File: src/rtl/circular_byte_fifo_with_peek_unit_macros.svh
// Assertion helpers shared by the FIFO modules. Both expect clk_i and rst_ni
// in the scope where they are used.
`ifndef CIRCULAR_BYTE_FIFO_WITH_PEEK_UNIT_MACROS_SVH
`define CIRCULAR_BYTE_FIFO_WITH_PEEK_UNIT_MACROS_SVH

`ifndef ASSERT_OFF
`define CBF_ASSERT(label, prop, msg) \
  label: assert property (@(posedge clk_i) disable iff (!rst_ni) (prop)) else $error(msg);
`define CBF_ASSERT_NEVER(label, cond, msg) \
  label: assert property (@(posedge clk_i) disable iff (!rst_ni) !(cond)) else $error(msg);
`else
`define CBF_ASSERT(label, prop, msg)
`define CBF_ASSERT_NEVER(label, cond, msg)
`endif

`endif

File: src/rtl/cbf_pkg.sv
package cbf_pkg;

  localparam int unsigned DEPTH = 1024;
  localparam int unsigned AW    = $clog2(DEPTH);
  localparam int unsigned CW    = $clog2(DEPTH + 1);
  localparam int unsigned SW    = CW + 1;

  typedef enum logic [1:0] {
    FUNC_PUSH    = 2'd0,
    FUNC_POP     = 2'd1,
    FUNC_DISCARD = 2'd2,
    FUNC_PEEK    = 2'd3
  } cbf_func_e;

  typedef enum logic [1:0] {
    STATUS_OK        = 2'd0,
    STATUS_OVERFLOW  = 2'd1,
    STATUS_UNDERFLOW = 2'd2
  } cbf_status_e;

  typedef enum logic {
    ST_IDLE,
    ST_POP_WAIT
  } cbf_state_e;

  typedef struct packed {
    logic          we;
    logic          re;
    logic [AW-1:0] addr;
    logic [7:0]    wdata;
  } cbf_mem_req_t;

  typedef struct packed {
    cbf_status_e   status;
    logic [AW-1:0] first_offset;
    logic [CW-1:0] first_length;
    logic [CW-1:0] second_length;
    logic [CW-1:0] fill_level;
  } cbf_res_t;

endpackage

File: src/rtl/cbf_ptr.sv
`include "circular_byte_fifo_with_peek_unit_macros.svh"

module cbf_ptr import cbf_pkg::*; (
  input  logic         clk_i,
  input  logic         rst_ni,
  input  logic         apply_i,
  input  cbf_func_e    func_i,
  input  logic [7:0]   data_in_i,
  input  logic [CW-1:0] count_i,
  output cbf_mem_req_t mem_req_o,
  output cbf_res_t     res_o
);

  logic [AW-1:0] rp_q, rp_d, wp_q, wp_d;
  logic [CW-1:0] fill_q, fill_d;

  logic [AW-1:0] rp_inc, wp_inc;
  logic [SW-1:0] disc_sum, peek_sum, chk_sum;
  logic [AW-1:0] disc_rp, wp_expect;
  logic [CW-1:0] peek_m, len1, len2;
  logic          full, empty;

  assign full  = (fill_q == CW'(DEPTH));
  assign empty = (fill_q == '0);

  assign rp_inc = (rp_q == AW'(DEPTH - 1)) ? '0 : rp_q + AW'(1);
  assign wp_inc = (wp_q == AW'(DEPTH - 1)) ? '0 : wp_q + AW'(1);

  // The read pointer plus at most DEPTH stays below twice DEPTH, so one
  // subtraction wraps it.
  assign disc_sum = SW'(rp_q) + SW'(count_i);
  assign disc_rp  = (disc_sum >= SW'(DEPTH)) ? AW'(disc_sum - SW'(DEPTH)) : AW'(disc_sum);

  assign peek_m   = (count_i < fill_q) ? count_i : fill_q;
  assign peek_sum = SW'(rp_q) + SW'(peek_m);

  always_comb begin
    if (peek_sum > SW'(DEPTH)) begin
      len1 = CW'(DEPTH) - CW'(rp_q);
      len2 = peek_m - len1;
    end else begin
      len1 = peek_m;
      len2 = '0;
    end
  end

  always_comb begin
    rp_d      = rp_q;
    wp_d      = wp_q;
    fill_d    = fill_q;
    mem_req_o = '{we: 1'b0, re: 1'b0, addr: rp_q, wdata: data_in_i};
    res_o.status        = STATUS_OK;
    res_o.first_length  = '0;
    res_o.second_length = '0;
    case (func_i)
      FUNC_PUSH: begin
        mem_req_o.addr = wp_q;
        if (full) begin
          res_o.status = STATUS_OVERFLOW;
        end else begin
          mem_req_o.we = apply_i;
          wp_d   = wp_inc;
          fill_d = fill_q + CW'(1);
        end
      end
      FUNC_POP: begin
        if (empty) begin
          res_o.status = STATUS_UNDERFLOW;
        end else begin
          mem_req_o.re = apply_i;
          rp_d   = rp_inc;
          fill_d = fill_q - CW'(1);
        end
      end
      FUNC_DISCARD: begin
        if (count_i > fill_q) begin
          res_o.status = STATUS_UNDERFLOW;
        end else begin
          rp_d   = disc_rp;
          fill_d = fill_q - count_i;
        end
      end
      default: begin
        res_o.first_length  = len1;
        res_o.second_length = len2;
      end
    endcase
    res_o.first_offset = rp_d;
    res_o.fill_level   = fill_d;
  end

  always_ff @(posedge clk_i or negedge rst_ni) begin
    if (!rst_ni) begin
      rp_q   <= '0;
      wp_q   <= '0;
      fill_q <= '0;
    end else if (apply_i) begin
      rp_q   <= rp_d;
      wp_q   <= wp_d;
      fill_q <= fill_d;
    end
  end

  // The write pointer always sits fill_q entries past the read pointer.
  assign chk_sum   = SW'(rp_q) + SW'(fill_q);
  assign wp_expect = (chk_sum >= SW'(DEPTH)) ? AW'(chk_sum - SW'(DEPTH)) : AW'(chk_sum);

  `CBF_ASSERT_NEVER(a_fill_bound, fill_q > CW'(DEPTH), "fill count beyond depth")
  `CBF_ASSERT_NEVER(a_ptr_consistent, wp_q != wp_expect, "pointers disagree with fill")
  `CBF_ASSERT(a_push_fill, apply_i && func_i == FUNC_PUSH && !full |=> fill_q == $past(fill_q) + CW'(1), "push did not grow fill")
  `CBF_ASSERT_NEVER(a_mem_excl, mem_req_o.we && mem_req_o.re, "read and write in one cycle")

endmodule

File: config.mk
export PLATFORM = sky130hd
export DESIGN_NAME = cbf_ptr
export DESIGN_NICKNAME = d
export VERILOG_FILES = /design/src/rtl/cbf_pkg.sv /design/src/rtl/cbf_ptr.sv
export VERILOG_INCLUDE_DIRS = /design/src /design/src/rtl
export SDC_FILE = /design/constraint.sdc
export NUM_CORES = 1
export LEC_CHECK = 0
export ABC_AREA = 0
export BUFFER_PORTS_ARGS = -buffer_cell sky130_fd_sc_hd__buf_2
export CELL_PAD_IN_SITES_DETAIL_PLACEMENT = 2
export CELL_PAD_IN_SITES_GLOBAL_PLACEMENT = 2
export CORE_UTILIZATION = 36
export CTS_CLUSTER_SIZE = 28
export DETAILED_ROUTE_END_ITERATION = 10
export PLACE_DENSITY = 0.86
export SLEW_MARGIN = 20
export SYNTH_ARGS = -nofsm -noshare
export SYNTH_HDL_FRONTEND = slang
export SYNTH_SLANG_ARGS = --single-unit
File: constraint.sdc
create_clock -name clk_i -period 12.58 [get_ports clk_i]
set_input_delay 1.258 -clock clk_i [delete_from_list [all_inputs] [get_ports clk_i]]
set_output_delay 1.258 -clock clk_i [all_outputs]
set_load 0.02 [all_outputs]
After elaboration in Yosys (flattened, before gate mapping)
Index checks and enable logic that the tools add are counted.
- logic and storage cells: 50
- output and inout port bits: 65
- input port bits: 24
- register bits after elaboration: 31
- magnitude comparators: 4
- bitwise logic cells: 1
- mux-type cells: 23
- reductions and logical operators: 4
- add/sub/neg operators: 10
- equality and inequality tests: 5
- operators by type and width (operator ; number):
    $mux W11 ; 6
    $mux W10 ; 6
    $pmux W11 S3 ; 1
    $add A10 B11 Y12 ; 2
    $mux W22 ; 1
    $sub A11 B11 Y11 ; 2
    $add A10 B1 Y10 const B ; 2
    $eq A10 B10 Y1 const B ; 2
    $pmux W10 S2 ; 1
    $ge A12 B11 Y1 const B ; 1
    $gt A12 B11 Y1 const B ; 1
    $add A11 B1 Y11 const B ; 1
    $eq A11 B11 Y1 const B ; 1
    $gt A11 B11 Y1 ; 1
    $logic_not A11 Y1 ; 1
    $lt A11 B11 Y1 ; 1
    $sub A11 B1 Y11 const B ; 1
    $sub A11 B10 Y11 const A ; 1
    $sub A10 B1 Y10 const B ; 1
    $pmux W2 S3 ; 1
    $mux W1 ; 5
    $mux W2 ; 2
    $reduce_and A3 Y1 ; 1
    $reduce_or A3 Y1 ; 1
    other kinds (4) ; 4

Longest topological paths before layout
- depth after elaboration: 6
- depth in mapped cells: 20
- gate-level depth less buffers: 17

Worst setup path after synthesis
Ideal clock, no wire load.
- path kind: input port to output port
- from: in count_i[6]
- to: out res_o[14] (netlist name)
- buffers on the path: 3
- data arrival time: 5336 ps
- required time: 11322 ps
- stages on the path: 19
- setup slack: 5986 ps
- cells stage by stage: inv_1 -> ha_1 -> clkbuf_2 -> nand4_1 -> a21oi_1 -> a2111oi_4 -> nor3_1 -> buf_2 -> mux2i_1 -> inv_1 -> ha_1 -> buf_6 -> a2111oi_2 -> o21ai_0 -> a41o_1 -> xor2_1 -> o21bai_2 -> a211o_1 -> nor3_1
- RTL lines (what ; RTL line ; source):
    start: declaration ; cbf_ptr.sv:9 ; input logic [CW-1:0] count_i,
    end: declaration ; cbf_ptr.sv:11 ; output cbf_res_t res_o

==> flow_metrics.env <==
export IMPL_routabilityCongestion=0.902
export IMPL_fin_util_pct=41.3
export IMPL_clk_path_buf_depth=2
export IMPL_root_buffer="clkbuf_16"
export IMPL_avgSynthCellArea_um2=7.60
export IMPL_drive_gt1_share_pct=15.8
export IMPL_arrival_ps=6690
export IMPL_syn2layout_area_growth_pct=10.7
export IMPL_cts_sinks=31
export IMPL_grt_pass1_vias=6125
export IMPL_synth_seq_cells=31
export IMPL_numCtsBuffers=5
export IMPL_vias=5707
export IMPL_syn_nets=766
export IMPL_setup_viol=0
export IMPL_ys_seq_area_share_pct=14.8
export IMPL_crit_family="compound AO/OA/AOI/OAI gates"
export IMPL_crit_path_end_kind="primary output"
export IMPL_cts_htree_levels=2
export IMPL_dp_hpwl_um=16500
export IMPL_fmax_ghz=0.126
export IMPL_vias_per_cell=6.29
export IMPL_final_antenna_net_count=0
export IMPL_syn_instance_count=689
export IMPL_ys_flop_type="dfrtp_1"
export IMPL_crit_path_start="count_i[6]"
export IMPL_slew_viol_final=0
export IMPL_final_nets=803
export IMPL_n_antenna_cell=0
export IMPL_rsz0062_at_grt="no"
export IMPL_min_period_ps=7950
export IMPL_insertion_delay_ps=290
export IMPL_ys_warn_count=0
export IMPL_crit_path_top_delay_cell="nor3_4"
export IMPL_wire_per_inst_um=23.5
export IMPL_criticalPathCategory="input port to primary output"
export IMPL_hold_start="wp_q[8]"
export IMPL_netlist_top_cell_by_area="dfrtp_1"
export IMPL_path_clk_slew_ps=60
export IMPL_worst_ir_drop_vdd_mv=0.111
export IMPL_crit_path_start_kind="input port"
export IMPL_cp_buffers_inverters=4
export IMPL_ioPinCount=89
export IMPL_status="completed"
export IMPL_async_flop_share_pct=100
export IMPL_portBuffers=72
export IMPL_initial_utilization_pct=37.3
export IMPL_cts_tree="done"
export IMPL_synth_edf_count=0
export IMPL_dieHeight_um=123
export IMPL_final_cell_mix="buf_2 (72), nand2_1 (52), inv_1 (51), o21ai_0 (51), ha_1 (49)"
export IMPL_remaining_drc_errors=0
export IMPL_fin_crit_sh_pct=63.2
export IMPL_synth_top_cell_area_share_pct=14.8
export IMPL_critPathMaxFanout=21
export IMPL_p_per_area_nw_per_um2=291
export IMPL_drv_cap=0
export IMPL_synth_cell_types=84
export IMPL_post_cts_buffers=0
export IMPL_whs_ps=520
export IMPL_routed_wl_um=21300
export IMPL_die_w_um=123
export IMPL_ctsResizeCount=0
export IMPL_grt_max_degree=32
export IMPL_drt_iter0_drc=322
export IMPL_relSlewSlack_pct=37.1
export IMPL_critPathRequiredTime_ps=11320
export IMPL_hold_class="flip-flop to flip-flop"
export IMPL_r2r_start="fill_q[2]"
export IMPL_final_common_cell="buf_2"
export IMPL_p_leak_nw=2.75
export IMPL_grt_usage_pct=29.4
export IMPL_syn_area_um2=5240
export IMPL_tns_ps=0
export IMPL_die_area_um2=15000
export IMPL_grt_pass1_wl_um=33900
export IMPL_dr_pass1_iters=5
export IMPL_worst_slew_pin_slew_ps=944
export IMPL_core_area_um2=14000
export IMPL_hold_viol_final=0
export IMPL_yosys_top_cells_area="dfrtp_1 (15%), ha_1 (12%), o21ai_0 (4.9%), xnor2_1 (4.3%), xor2_1 (4.0%)"
export IMPL_crit_chain="buf_2, inv_1, ha_1, nand4_1, a21oi_1, a2111oi_4, nor3_4, mux2i_1, inv_1, ha_1, fa_1, a21o_1, a221oi_2, xnor2_1, nor4_1, and3_4, a211o_1, o22ai_1, buf_2"
export IMPL_slowest_delay_ps=610
export IMPL_skew_ps=9.76
export IMPL_hold_buffers=0
export IMPL_fp_row_count=43
export IMPL_finalPower_mw=1.69
export IMPL_overflow=0
export IMPL_antenna_found_initial=0
## sequential cells by signal, indices dropped and copies added, names as in the netlist
name and cells:
fill_q 11, rp_q 10, wp_q 10
## final cells by class
type / count / area, um2
Clock buffer: 6 / 139
Tap cell: 180 / 225
Inverter: 52 / 195
Fill cell: 1652 / 8240
Sequential cell: 31 / 776
Timing Repair Buffer: 73 / 368
Clock inverter: 2 / 35.0
Multi-Input combinational cell: 563 / 4060
## Yosys cell counts (9+ instances only)
cell and instances:
nand3_1 29, a21o_1 13, xnor2_1 26, o21ai_0 51
mux2i_1 16, inv_1 51, nand2_1 52, nor2_1 45
dfrtp_1 31, ha_1 49, and3_1 12, o22ai_1 15
a31oi_1 9, a22o_1 16, xor2_1 24, mux2_2 9
nand4_1 9, clkbuf_1 29, a21oi_1 26, nor3_1 27
## worst paths after layout
check | endpoint | slack [ps] | depth (start not counted)
max | res_o[22] | 4630 | 19
min | wp_q[8] | 520 | 1
max reg2reg | fill_q[3] | 8850 | 8
min reg2reg | wp_q[8] | 520 | 1
max in group asynchronous | wp_q[7] | 10980 | 1
min in group asynchronous | fill_q[4] | 1060 | 1
## per-layer routing
metal	track usage, %	vias up	share of wire [%]
li1	-	2619	-
met1	37.7	2857	43
met2	50.3	184	48
met3	3.39	47	5.4
met4	10.7	0	3.1
met5	0	-	0
## kinds of logic (layout without fill, tap and decap cells)
logic type,Yosys count,in the layout,synth area share [%]
buffers and inverters,95,133,7.88
adders and majority gates,53,53,13.2
AOI/OAI and AO/OA,216,216,29.6
xor gates and xnor gates,50,50,8.36
muxes,25,25,4.99
and+or+nand+nor,219,219,21.2
DFF,31,31,14.8
## power breakdown
part	leakage [nW]	total [mW]	switching [mW]	internal, mW
logic	2.25	1.29	0.786	0.504
clock network	0.0868	0.151	0.0523	0.0987
registers	0.408	0.246	0.118	0.128
## metrics by stage
step | instances | area [um2] | setup WS (ps)
after floorplan | 689 | 5240 | 5990
after global placement | 899 | 5620 | 4800
after detailed placement | 899 | 5620 | 4360
after CTS | 907 | 5790 | 4340
after global routing | 907 | 5800 | 4250
final | 907 | 5800 | 4630
(Power assumes the default switching activity.)
